`src/rtl/bgm_pkg.sv`:
```
// ----------------------------------------------------------------------------
// Battery gauge monitor package
// Shared constants, the discharge curve tables and the stage payload types.
// ----------------------------------------------------------------------------
package bgm_pkg;

    localparam int WINDOW_DEPTH = 3;
    localparam int ADC_BITS     = 12;

    localparam int FILL_W = $clog2(WINDOW_DEPTH + 1);
    localparam int SUM_W  = ADC_BITS + FILL_W;
    localparam int TICK_W = 8;

    // Division of the window sum by the fill count uses a reciprocal table.
    // With this many fraction bits the floor is exact for every possible sum.
    localparam int RECIP_FRAC  = SUM_W + 3;
    localparam int RECIP_W     = RECIP_FRAC + 1;
    localparam int RECIP_IDX_W = 4;
    localparam logic [RECIP_W-1:0] RECIP_TAB [0:8] = '{
        RECIP_W'(0),
        RECIP_W'((2 ** RECIP_FRAC) / 1),
        RECIP_W'((2 ** RECIP_FRAC + 1) / 2),
        RECIP_W'((2 ** RECIP_FRAC + 2) / 3),
        RECIP_W'((2 ** RECIP_FRAC + 3) / 4),
        RECIP_W'((2 ** RECIP_FRAC + 4) / 5),
        RECIP_W'((2 ** RECIP_FRAC + 5) / 6),
        RECIP_W'((2 ** RECIP_FRAC + 6) / 7),
        RECIP_W'((2 ** RECIP_FRAC + 7) / 8)
    };

    localparam int LEVEL_W = 7;
    localparam logic [LEVEL_W-1:0] LEVEL_RESET = 7'd80;
    localparam logic [LEVEL_W-1:0] LEVEL_FULL  = 7'd100;
    localparam logic [LEVEL_W-1:0] LEVEL_EMPTY = 7'd0;

    // Seven-point discharge curve. Each segment slope is the percent step
    // over the converter span, scaled by 2^SLOPE_FRAC and rounded up, which
    // gives an exact floor for every offset inside the segment.
    localparam int CURVE_POINTS = 7;
    localparam int CURVE_W      = 16;
    localparam int SEG_W        = 3;
    localparam int DELTA_W      = 7;
    localparam int SLOPE_FRAC   = 20;
    localparam int SLOPE_W      = 19;
    localparam int CURVE_PROD_W = DELTA_W + SLOPE_W;

    localparam logic [CURVE_W-1:0] CURVE_ADC [0:CURVE_POINTS-1] = '{
        16'd1650, 16'd1750, 16'd1825, 16'd1900, 16'd1975, 16'd2050, 16'd2100
    };
    localparam logic [LEVEL_W-1:0] CURVE_PCT [0:CURVE_POINTS-1] = '{
        7'd0, 7'd10, 7'd20, 7'd40, 7'd60, 7'd80, 7'd100
    };
    localparam logic [SLOPE_W-1:0] CURVE_SLOPE [0:CURVE_POINTS-2] = '{
        SLOPE_W'((10 * 2 ** SLOPE_FRAC + 99) / 100),
        SLOPE_W'((10 * 2 ** SLOPE_FRAC + 74) / 75),
        SLOPE_W'((20 * 2 ** SLOPE_FRAC + 74) / 75),
        SLOPE_W'((20 * 2 ** SLOPE_FRAC + 74) / 75),
        SLOPE_W'((20 * 2 ** SLOPE_FRAC + 74) / 75),
        SLOPE_W'((20 * 2 ** SLOPE_FRAC + 49) / 50)
    };

    // Configuration registers.
    localparam int CFG_IDX_W  = 2;
    localparam int CFG_DATA_W = 8;
    typedef enum logic [CFG_IDX_W-1:0] {
        CFG_LOW_THRESHOLD   = 2'd0,
        CFG_SAMPLE_INTERVAL = 2'd1,
        CFG_SAMPLING_PAUSED = 2'd2
    } cfg_index_t;

    localparam logic [LEVEL_W-1:0] THRESHOLD_RESET = 7'd15;
    localparam logic [TICK_W-1:0]  INTERVAL_RESET  = 8'd60;

    // Per-request flags carried down the pipeline.
    typedef struct packed {
        logic charging;
        logic charge_ev;
        logic taken;
        logic full;
    } flags_t;

    typedef struct packed {
        flags_t             flags;
        logic [FILL_W-1:0]  fill;
        logic [SUM_W-1:0]   sum;
    } win_t;

    typedef struct packed {
        flags_t              flags;
        logic [ADC_BITS-1:0] avg;
    } avg_t;

    typedef struct packed {
        flags_t              flags;
        logic [ADC_BITS-1:0] avg;
        logic [LEVEL_W-1:0]  level;
    } lvl_t;

endpackage

```
`src/rtl/battery_gauge_monitor_unit.sv`:
```
// ----------------------------------------------------------------------------
// Battery gauge monitor
// Tick-driven battery gauge with a moving-average window and a piecewise
// linear discharge curve, producing one status result per tick.
// ----------------------------------------------------------------------------
// Usage: every request on the s_ channel is one check tick carrying the
// charge-detect pin level (low means charging), a converter reading and a
// flag telling whether that reading is good. Each tick produces exactly one
// result on the m_ channel with the level in percent, the window average,
// the charge and low-battery flags and the change events of that tick.
// The three configuration registers (low threshold, sample interval and
// pause) are written through the cfg_ channel, which is always ready; they
// are meant to be changed only while no tick is in flight.
// Pipeline and throughput: a tick passes through four register stages
// (sampling control, window average, level curve, result register), and
// one tick can be accepted in every cycle unless the receiver stalls. The
// curve and average multiplies each own a stage.
// Reset: aresetn is synchronous and active low. It returns the registers to
// their defaults, empties the window and the pipeline, and sets the level to
// 80 percent. When the receiver stalls, results queue in the pipeline; the
// block keeps taking ticks until every stage holds one, then s_ready drops.
// ----------------------------------------------------------------------------
module battery_gauge_monitor_unit (
    input  logic                              aclk,
    input  logic                              aresetn,
    // tick requests
    input  logic                              s_valid,
    output logic                              s_ready,
    input  logic                              s_charge_pin,
    input  logic [bgm_pkg::ADC_BITS-1:0]      s_adc_sample,
    input  logic                              s_adc_ok,
    // status results
    output logic                              m_valid,
    input  logic                              m_ready,
    output logic [bgm_pkg::LEVEL_W-1:0]       m_level_percent,
    output logic [bgm_pkg::ADC_BITS-1:0]      m_window_average,
    output logic                              m_charging_shown,
    output logic                              m_discharging,
    output logic                              m_low_battery,
    output logic                              m_charge_changed,
    output logic                              m_low_changed,
    output logic                              m_sample_taken,
    // configuration writes
    input  logic                              cfg_valid,
    output logic                              cfg_ready,
    input  logic [bgm_pkg::CFG_IDX_W-1:0]     cfg_index,
    input  logic [bgm_pkg::CFG_DATA_W-1:0]    cfg_data
);

    // Configuration registers.
    logic [bgm_pkg::LEVEL_W-1:0]  threshold_reg;
    logic [bgm_pkg::TICK_W-1:0]   interval_reg;
    logic                         paused_reg;

    // Pipeline links between the stages.
    logic          win_valid, win_ready;
    bgm_pkg::win_t win_data;
    logic          avg_valid, avg_ready;
    bgm_pkg::avg_t avg_data;
    logic          lvl_valid, lvl_ready;
    bgm_pkg::lvl_t lvl_data;

    // Result stage state.
    logic                         m_valid_reg;
    logic                         low_flag_reg, low_flag_next;
    logic                         low_ev;
    logic                         new_low;
    logic                         load;

    logic [bgm_pkg::LEVEL_W-1:0]  level_out_reg;
    logic [bgm_pkg::ADC_BITS-1:0] avg_out_reg;
    logic                         charging_out_reg;
    logic                         charge_ev_out_reg;
    logic                         low_ev_out_reg;
    logic                         taken_out_reg;

    // The configuration port never stalls.
    assign cfg_ready = 1'b1;

    always_ff @(posedge aclk) begin
        if (!aresetn) begin
            threshold_reg <= bgm_pkg::THRESHOLD_RESET;
            interval_reg  <= bgm_pkg::INTERVAL_RESET;
            paused_reg    <= 1'b0;
        end else if (cfg_valid) begin
            unique case (bgm_pkg::cfg_index_t'(cfg_index))
                bgm_pkg::CFG_LOW_THRESHOLD: begin
                    threshold_reg <= cfg_data[bgm_pkg::LEVEL_W-1:0];
                end
                bgm_pkg::CFG_SAMPLE_INTERVAL: begin
                    interval_reg <= cfg_data[bgm_pkg::TICK_W-1:0];
                end
                bgm_pkg::CFG_SAMPLING_PAUSED: begin
                    paused_reg <= cfg_data[0];
                end
                default: begin
                end
            endcase
        end
    end

    // Stage one: sampling decision, window update and window sum.
    bgm_ctrl u_ctrl (
        .aclk            (aclk),
        .aresetn         (aresetn),
        .in_valid        (s_valid),
        .in_ready        (s_ready),
        .charge_pin      (s_charge_pin),
        .adc_sample      (s_adc_sample),
        .adc_ok          (s_adc_ok),
        .sample_interval (interval_reg),
        .sampling_paused (paused_reg),
        .out_valid       (win_valid),
        .out_ready       (win_ready),
        .out_data        (win_data)
    );

    // Stage two: truncated window average.
    bgm_avg u_avg (
        .aclk      (aclk),
        .aresetn   (aresetn),
        .in_valid  (win_valid),
        .in_ready  (win_ready),
        .in_data   (win_data),
        .out_valid (avg_valid),
        .out_ready (avg_ready),
        .out_data  (avg_data)
    );

    // Stage three: level in percent from the discharge curve.
    bgm_curve u_curve (
        .aclk      (aclk),
        .aresetn   (aresetn),
        .in_valid  (avg_valid),
        .in_ready  (avg_ready),
        .in_data   (avg_data),
        .out_valid (lvl_valid),
        .out_ready (lvl_ready),
        .out_data  (lvl_data)
    );

    // Stage four: the low-battery flag is only re-evaluated once the window
    // is full and a sample has actually been taken on this tick.
    assign lvl_ready = !m_valid_reg || m_ready;
    assign load      = lvl_valid && lvl_ready;
    assign new_low   = (lvl_data.level <= threshold_reg);

    always_comb begin
        low_flag_next = low_flag_reg;
        low_ev        = 1'b0;
        if (lvl_data.flags.taken && lvl_data.flags.full) begin
            low_flag_next = new_low;
            low_ev        = (new_low != low_flag_reg);
        end
    end

    always_ff @(posedge aclk) begin
        if (!aresetn) begin
            m_valid_reg  <= 1'b0;
            low_flag_reg <= 1'b0;
        end else begin
            if (lvl_ready) begin
                m_valid_reg <= lvl_valid;
            end
            if (load) begin
                low_flag_reg <= low_flag_next;
            end
        end
    end

    always_ff @(posedge aclk) begin
        if (load) begin
            level_out_reg     <= lvl_data.level;
            avg_out_reg       <= lvl_data.avg;
            charging_out_reg  <= lvl_data.flags.charging;
            charge_ev_out_reg <= lvl_data.flags.charge_ev;
            low_ev_out_reg    <= low_ev;
            taken_out_reg     <= lvl_data.flags.taken;
        end
    end

    // The low flag register always matches the request held in the result
    // register, since it is written on the same edge.
    assign m_valid          = m_valid_reg;
    assign m_level_percent  = level_out_reg;
    assign m_window_average = avg_out_reg;
    assign m_charging_shown = charging_out_reg && (level_out_reg < bgm_pkg::LEVEL_FULL);
    assign m_discharging    = !charging_out_reg;
    assign m_low_battery    = low_flag_reg;
    assign m_charge_changed = charge_ev_out_reg;
    assign m_low_changed    = low_ev_out_reg;
    assign m_sample_taken   = taken_out_reg;

endmodule

```
`src/rtl/bgm_ctrl.sv`:
```
// ----------------------------------------------------------------------------
// Battery gauge sampling control
// Decides per tick whether a sample is due, keeps the sample window and
// registers the window sum for the averaging stage.
// ----------------------------------------------------------------------------
module bgm_ctrl (
    input  logic                          aclk,
    input  logic                          aresetn,
    input  logic                          in_valid,
    output logic                          in_ready,
    input  logic                          charge_pin,
    input  logic [bgm_pkg::ADC_BITS-1:0]  adc_sample,
    input  logic                          adc_ok,
    input  logic [bgm_pkg::TICK_W-1:0]    sample_interval,
    input  logic                          sampling_paused,
    output logic                          out_valid,
    input  logic                          out_ready,
    output bgm_pkg::win_t                 out_data
);

    logic                         started_reg, started_next;
    logic                         charging_reg, charging_next;
    logic [bgm_pkg::FILL_W-1:0]   fill_reg, fill_next;
    logic [bgm_pkg::TICK_W-1:0]   tick_reg, tick_next;
    logic [bgm_pkg::TICK_W-1:0]   tick_inc;
    logic [bgm_pkg::ADC_BITS-1:0] window_reg  [0:bgm_pkg::WINDOW_DEPTH-1];
    logic [bgm_pkg::ADC_BITS-1:0] window_next [0:bgm_pkg::WINDOW_DEPTH-1];
    logic                         valid_reg;
    bgm_pkg::win_t                data_reg, data_next;
    logic                         accept;
    logic                         pin_charging;
    logic                         due;
    logic                         charge_ev;
    logic                         taken;
    logic                         full_before;
    logic [bgm_pkg::SUM_W-1:0]    sum;

    assign in_ready     = !valid_reg || out_ready;
    assign accept       = in_valid && in_ready;
    assign pin_charging = !charge_pin;
    assign full_before  = (fill_reg == bgm_pkg::FILL_W'(bgm_pkg::WINDOW_DEPTH));
    assign tick_inc     = tick_reg + 1'b1;

    always_comb begin
        started_next  = started_reg;
        charging_next = charging_reg;
        tick_next     = tick_reg;
        due           = 1'b0;
        charge_ev     = 1'b0;
        if (!sampling_paused) begin
            if (!started_reg) begin
                started_next  = 1'b1;
                charging_next = pin_charging;
                due           = 1'b1;
            end else if (pin_charging != charging_reg) begin
                charging_next = pin_charging;
                charge_ev     = 1'b1;
                due           = 1'b1;
            end else if (!full_before) begin
                due = 1'b1;
            end else if (tick_inc >= sample_interval) begin
                tick_next = '0;
                due       = 1'b1;
            end else begin
                tick_next = tick_inc;
            end
        end
        taken = due && adc_ok;
    end

    // Window update: fill in order, then shift out the oldest entry.
    always_comb begin
        window_next = window_reg;
        fill_next   = fill_reg;
        if (taken) begin
            if (!full_before) begin
                for (int i = 0; i < bgm_pkg::WINDOW_DEPTH; i++) begin
                    if (fill_reg == bgm_pkg::FILL_W'(i)) begin
                        window_next[i] = adc_sample;
                    end
                end
                fill_next = fill_reg + 1'b1;
            end else begin
                for (int i = 0; i < bgm_pkg::WINDOW_DEPTH - 1; i++) begin
                    window_next[i] = window_reg[i + 1];
                end
                window_next[bgm_pkg::WINDOW_DEPTH - 1] = adc_sample;
            end
        end
    end

    always_comb begin
        sum = '0;
        for (int i = 0; i < bgm_pkg::WINDOW_DEPTH; i++) begin
            if (bgm_pkg::FILL_W'(i) < fill_next) begin
                sum = sum + bgm_pkg::SUM_W'(window_next[i]);
            end
        end
        data_next.flags.charging  = charging_next;
        data_next.flags.charge_ev = charge_ev;
        data_next.flags.taken     = taken;
        data_next.flags.full      = (fill_next == bgm_pkg::FILL_W'(bgm_pkg::WINDOW_DEPTH));
        data_next.fill            = fill_next;
        data_next.sum             = sum;
    end

    always_ff @(posedge aclk) begin
        if (!aresetn) begin
            started_reg  <= 1'b0;
            charging_reg <= 1'b0;
            fill_reg     <= '0;
            tick_reg     <= '0;
            valid_reg    <= 1'b0;
        end else begin
            if (in_ready) begin
                valid_reg <= in_valid;
            end
            if (accept) begin
                started_reg  <= started_next;
                charging_reg <= charging_next;
                fill_reg     <= fill_next;
                tick_reg     <= tick_next;
            end
        end
    end

    always_ff @(posedge aclk) begin
        if (accept) begin
            window_reg <= window_next;
            data_reg   <= data_next;
        end
    end

    assign out_valid = valid_reg;
    assign out_data  = data_reg;

endmodule

```
`src/rtl/bgm_avg.sv`:
```
// ----------------------------------------------------------------------------
// Battery gauge window average
// Divides the window sum by the fill count through a reciprocal multiply.
// ----------------------------------------------------------------------------
module bgm_avg (
    input  logic          aclk,
    input  logic          aresetn,
    input  logic          in_valid,
    output logic          in_ready,
    input  bgm_pkg::win_t in_data,
    output logic          out_valid,
    input  logic          out_ready,
    output bgm_pkg::avg_t out_data
);

    localparam int PROD_W = bgm_pkg::SUM_W + bgm_pkg::RECIP_W;

    logic                         valid_reg;
    bgm_pkg::avg_t                data_reg, data_next;
    logic [bgm_pkg::RECIP_W-1:0]  recip;
    logic [PROD_W-1:0]            prod;

    assign in_ready = !valid_reg || out_ready;

    always_comb begin
        recip = bgm_pkg::RECIP_TAB[bgm_pkg::RECIP_IDX_W'(in_data.fill)];
        prod  = PROD_W'(in_data.sum) * PROD_W'(recip);
        data_next.flags = in_data.flags;
        data_next.avg   = prod[bgm_pkg::RECIP_FRAC +: bgm_pkg::ADC_BITS];
    end

    always_ff @(posedge aclk) begin
        if (!aresetn) begin
            valid_reg <= 1'b0;
        end else if (in_ready) begin
            valid_reg <= in_valid;
        end
    end

    always_ff @(posedge aclk) begin
        if (in_valid && in_ready) begin
            data_reg <= data_next;
        end
    end

    assign out_valid = valid_reg;
    assign out_data  = data_reg;

endmodule

```
`src/rtl/bgm_curve.sv`:
```
// ----------------------------------------------------------------------------
// Battery gauge level curve
// Maps the window average to a percent and holds the current level.
// ----------------------------------------------------------------------------
module bgm_curve (
    input  logic          aclk,
    input  logic          aresetn,
    input  logic          in_valid,
    output logic          in_ready,
    input  bgm_pkg::avg_t in_data,
    output logic          out_valid,
    input  logic          out_ready,
    output bgm_pkg::lvl_t out_data
);

    logic                              valid_reg;
    logic [bgm_pkg::LEVEL_W-1:0]       level_reg, level_next;
    bgm_pkg::lvl_t                     data_reg, data_next;
    logic                              accept;
    logic [bgm_pkg::CURVE_W-1:0]       avg_ext;
    logic [bgm_pkg::SEG_W-1:0]         seg;
    logic [bgm_pkg::DELTA_W-1:0]       delta;
    logic [bgm_pkg::CURVE_PROD_W-1:0]  prod;
    logic [bgm_pkg::LEVEL_W-1:0]       curve_level;

    assign in_ready = !valid_reg || out_ready;
    assign accept   = in_valid && in_ready;
    assign avg_ext  = bgm_pkg::CURVE_W'(in_data.avg);

    always_comb begin
        seg = '0;
        for (int i = 1; i < bgm_pkg::CURVE_POINTS - 1; i++) begin
            if (avg_ext >= bgm_pkg::CURVE_ADC[i]) begin
                seg = bgm_pkg::SEG_W'(i);
            end
        end
        delta = bgm_pkg::DELTA_W'(avg_ext - bgm_pkg::CURVE_ADC[seg]);
        prod  = bgm_pkg::CURVE_PROD_W'(delta) * bgm_pkg::CURVE_PROD_W'(bgm_pkg::CURVE_SLOPE[seg]);
        if (avg_ext < bgm_pkg::CURVE_ADC[0]) begin
            curve_level = bgm_pkg::LEVEL_EMPTY;
        end else if (avg_ext >= bgm_pkg::CURVE_ADC[bgm_pkg::CURVE_POINTS - 1]) begin
            curve_level = bgm_pkg::LEVEL_FULL;
        end else begin
            curve_level = bgm_pkg::CURVE_PCT[seg]
                        + bgm_pkg::LEVEL_W'(prod >> bgm_pkg::SLOPE_FRAC);
        end
    end

    always_comb begin
        level_next = level_reg;
        if (in_data.flags.taken) begin
            level_next = curve_level;
        end
        data_next.flags = in_data.flags;
        data_next.avg   = in_data.avg;
        data_next.level = level_next;
    end

    always_ff @(posedge aclk) begin
        if (!aresetn) begin
            valid_reg <= 1'b0;
            level_reg <= bgm_pkg::LEVEL_RESET;
        end else begin
            if (in_ready) begin
                valid_reg <= in_valid;
            end
            if (accept) begin
                level_reg <= level_next;
            end
        end
    end

    always_ff @(posedge aclk) begin
        if (accept) begin
            data_reg <= data_next;
        end
    end

    assign out_valid = valid_reg;
    assign out_data  = data_reg;

endmodule

```
`config.mk`:
```
export PLATFORM = sky130hd
export DESIGN_NAME = battery_gauge_monitor_unit
export DESIGN_NICKNAME = d
export VERILOG_FILES = /design/src/rtl/bgm_pkg.sv /design/src/rtl/battery_gauge_monitor_unit.sv /design/src/rtl/bgm_ctrl.sv /design/src/rtl/bgm_avg.sv /design/src/rtl/bgm_curve.sv
export SDC_FILE = /design/constraint.sdc
export NUM_CORES = 1
export LEC_CHECK = 0
export ABC_AREA = 1
export BUFFER_PORTS_ARGS = -buffer_cell sky130_fd_sc_hd__buf_2
export CORE_MARGIN = 2
export CORE_UTILIZATION = 51
export CTS_CLUSTER_SIZE = 28
export DETAILED_ROUTE_END_ITERATION = 8
export PLACE_DENSITY = 0.68
export SLEW_MARGIN = 25
export SYNTH_ARGS = -nofsm -noshare
export SYNTH_HDL_FRONTEND = slang
export SYNTH_SLANG_ARGS = --single-unit
```
`constraint.sdc`:
```
create_clock -name aclk -period 12.8 [get_ports aclk]
set_input_delay 1.28 -clock aclk [delete_from_list [all_inputs] [get_ports aclk]]
set_output_delay 1.28 -clock aclk [all_outputs]
set_load 0.01 [all_outputs]
```
==> key figures <==
Drt
  • Post-detailed-route via-to-cell ratio: approximately 5.3
  • Sum of routed wire length over all layers: 35,300 µm
  • Detail Route Antenna Nets: 0
  • Routed via count: ~12,000
  • Pre-Repair DR Iteration Count: 5
  • Detailed-route DRC error count: 0
  • Initial DRC Count: 900
  • Post-DR wirelength/cell: about 15 µm

STA
  • Final clock skew: ~0.007 ns
  • Aggregate negative setup slack: 0 ns
  • Final setup violation count: 0
  • Setup repair after global routing missed its margin: false
  • Final count of pins violating max slew: 0
  • Share of the cycle needed by the critical path after routing: 0.692
  • Maximum clock frequency: around 0.11 GHz
  • Worst hold slack: 0.419 ns
  • Endpoints failing hold: 0
  • Clock period minus worst slack: 8.85 ns
  • Worst slew margin relative to its limit: 0.335
  • Actual transition at the worst max-transition pin: between 0.9 and 1 ns

Clock tree
  • Buffers inserted during post-CTS setup optimization: 0
  • Number of buffers inserted during clock tree synthesis: 17
  • Clock sink count: 158
  • Post-cts gate resize count: 0
  • Largest buffer count on any clock path: 2
  • Hold buffer count at CTS: 0
  • Clock latency reported for the late side of the worst-skew pair: 0.43 ns
  • H-tree levels: 4
  • Clock tree from TritonCTS: done
  • Cell at the root of the clock tree: sky130_fd_sc_hd__clkbuf_16
  • Register clock-pin slew on the reported worst setup and hold paths: 0.06 ns

Critical path
  • Crit-path max FO: 10
  • CP endpoint kind: flip-flop
  • Launching element type of the critical path: flip-flop
  • Max stage delay cell, worst path: sky130_fd_sc_hd__fa_1
  • Required time at the worst-slack endpoint: 13.12 ns
  • Critical path arrival: 9.17 ns
  • Critical path's largest stage delay: 0.60 ns
  • Category of the critical setup timing path: flip-flop to flip-flop

Logic synthesis
  • Async set-reset flop share out of synthesis: 0
  • Number of synthesis warnings: 0
  • Prevailing post-synth register cell: sky130_fd_sc_hd__edfxtp_1
  • Post-synth EDFFs: 118
  • Cell area after synthesis: 15,600 µm²
  • Number of synthesized register bits: ~160
  • Net count after synthesis: 2,185
  • Synthesized instance count: approximately 1,800
  • Synth unique cells: 56
  • Sequential element share of the synthesized area: 0.279
  • Average size of a mapped cell: 8.44 µm²

Placement
  • I/O Buffers: 55
  • Sum of net half-perimeters after detailed placement: 29,000 µm
  • Final weighted congestion in routability-driven placement: 0.874
  • Cell Area, Placed: 16,200 µm²

Run status
  • Outcome: finished clean

Floorplanning
  • I/O pins: 57
  • Die width: 179 µm
  • Rows: 63
  • Standard cell core area: approximately 30,000 µm²
  • Starting utilization of the core area: 0.521
  • Vertical die dimension: 179 µm
  • Die ar.: 32,000 µm²

GRT
  • Initial antenna violation count: 0
  • Wire length of the first global-routing pass: 59,200 µm
  • Global-route usage over all layers: 0.235
  • Vias in the first global route: 12,157
  • Maximum number of pins on one net before global-route repair: 58
  • Residual overflow from global routing: 0

Cells and area
  • Area occupied by multi-input gates: 9590 µm²
  • Final-stage net count: around 2,200
  • Layout overhead on the synthesized area: 8.11%
  • N_diodes: 0
  • Max FFs per register: 36
  • Layout fillers: approximately 2,700
  • Final standard cell area without fillers: 16,800 µm²
  • Fraction of final layout cells sized beyond drive strength 1: 0.0739
  • Sequential cell area: 4340 µm²

Worst hold path
  • Hold crit path type: flip-flop to flip-flop

Run
  • Count of maximum capacitance violations: 0
[layout by cell type (no fill, tap or decap), types with 4 or more instances in the layout]
| cell type | n |
|---|---|
| sky130_fd_sc_hd__a21boi_2 | 5 |
| sky130_fd_sc_hd__a21o_1 | 8 |
| sky130_fd_sc_hd__a21oi_1 | 112 |
| sky130_fd_sc_hd__a2bb2oi_1 | 7 |
| sky130_fd_sc_hd__a31oi_1 | 18 |
| sky130_fd_sc_hd__buf_2 | 55 |
| sky130_fd_sc_hd__clkbuf_16 | 17 |
| sky130_fd_sc_hd__dfxtp_1 | 40 |
| sky130_fd_sc_hd__edfxtp_1 | 118 |
| sky130_fd_sc_hd__fa_1 | 122 |
| sky130_fd_sc_hd__ha_1 | 189 |
| sky130_fd_sc_hd__inv_1 | 386 |
| sky130_fd_sc_hd__inv_2 | 17 |
| sky130_fd_sc_hd__inv_6 | 4 |
| sky130_fd_sc_hd__mux2i_1 | 10 |
| sky130_fd_sc_hd__nand2_1 | 311 |
| sky130_fd_sc_hd__nand3_1 | 50 |
| sky130_fd_sc_hd__nand3b_1 | 5 |
| sky130_fd_sc_hd__nand4_1 | 6 |
| sky130_fd_sc_hd__nor2_1 | 155 |
| sky130_fd_sc_hd__nor2_2 | 5 |
| sky130_fd_sc_hd__nor2_4 | 4 |
| sky130_fd_sc_hd__nor3_1 | 14 |
| sky130_fd_sc_hd__nor4_1 | 7 |
| sky130_fd_sc_hd__o211ai_1 | 8 |
| sky130_fd_sc_hd__o21a_1 | 4 |
| sky130_fd_sc_hd__o21ai_0 | 79 |
| sky130_fd_sc_hd__o21ai_1 | 21 |
| sky130_fd_sc_hd__o21ai_2 | 9 |
| sky130_fd_sc_hd__o22ai_1 | 14 |
| sky130_fd_sc_hd__o31ai_1 | 5 |
| sky130_fd_sc_hd__xnor2_1 | 17 |
| sky130_fd_sc_hd__xor2_1 | 42 |
[critical path, delay by kind of cell, from the launching register on]
kind | cells | cell delay (ns)
buffers and inverters | 7 | 0.57
adders and majority gates | 8 | 3.56
xor gates and xnor gates | 4 | 0.76
AOI/OAI and AO/OA | 13 | 2.24
DFF | 1 | 0.49
and+or+nand+nor | 10 | 1.11
[Yosys cell counts (6+ instances only)]
cell                        number  area (µm²)
sky130_fd_sc_hd__fa_1          122        2440
sky130_fd_sc_hd__o22ai_1        14        87.6
sky130_fd_sc_hd__inv_2          17        63.8
sky130_fd_sc_hd__inv_1         386        1450
sky130_fd_sc_hd__o21ai_0        79         395
sky130_fd_sc_hd__o21ai_1        21         105
sky130_fd_sc_hd__nor3_1         14        70.1
sky130_fd_sc_hd__a2bb2oi_1       7        61.3
sky130_fd_sc_hd__a31oi_1        18         113
sky130_fd_sc_hd__edfxtp_1      118        3540
sky130_fd_sc_hd__a21oi_1       112         561
sky130_fd_sc_hd__xor2_1         42         368
sky130_fd_sc_hd__nand4_1         6        37.5
sky130_fd_sc_hd__mux2i_1        10         100
sky130_fd_sc_hd__dfxtp_1        40         801
sky130_fd_sc_hd__o211ai_1        8        60.1
sky130_fd_sc_hd__nor2_1        157         589
sky130_fd_sc_hd__nand2_1       311        1170
sky130_fd_sc_hd__clkbuf_1       13        48.8
sky130_fd_sc_hd__nand3_1        50         250
sky130_fd_sc_hd__xnor2_1        17         149
sky130_fd_sc_hd__ha_1          189        2360
sky130_fd_sc_hd__a21o_1          8        60.1
sky130_fd_sc_hd__o21ai_2         9        78.8
sky130_fd_sc_hd__nor4_1          7        43.8
[layout make-up]
cell class / count / share of cell area
multi-input cells: 1257 / 0.570
clock buffers: 17 / 0.0253
repair buffers: 57 / 0.0172
clock inverters: 15 / 0.0108
inverters: 404 / 0.0901
well taps: 390 / 0.0290
flip-flops and latches: 158 / 0.258
[final timing paths]
path	start	endpoint	slack (ns)	cells after the start
hold reg to reg	u_ctrl.out_data[17]	u_avg.out_data[13]	0.42	0
hold / removal	u_ctrl.out_data[17]	u_avg.out_data[13]	0.42	0
setup / recovery	u_avg.out_data[11]	u_curve.level_reg[5]	3.95	42
setup reg to reg	u_avg.out_data[11]	u_curve.level_reg[5]	3.95	42
[kinds of logic after synthesis]
kind of cell,count (synthesis),share of synthesized area
simple gates,570,0.152
compound gates,305,0.114
buf+inv,430,0.106
xor+xnor,59,0.0332
flops,158,0.279
mux,11,0.00715
fa+ha+maj,311,0.309
other cells,1,0.000241
[layer usage]
| metal | global-route usage | vias to the layer above | share of wire |
|---|---|---|---|
| li1 | - | 6048 | - |
| met1 | 0.324 | 5729 | 0.47 |
| met2 | 0.382 | 314 | 0.46 |
| met3 | 0.0394 | 46 | 0.055 |
| met4 | 0.0640 | 0 | 0.020 |
| met5 | 0 | - | 0 |
[through the flow]
stage	setup WS, ns	utilization	instances
4_1_cts	4.03	0.564	2298
6_report	3.95	0.564	2298
3_5_place_dp	4.08	0.543	2266
2_1_floorplan	5.15	-	1845
5_1_grt	3.24	0.564	2298
3_3_place_gp	4.31	0.543	2266
Power is not shown: default switching activity piles up to over one toggle a cycle in this logic, so the estimate is an artifact.
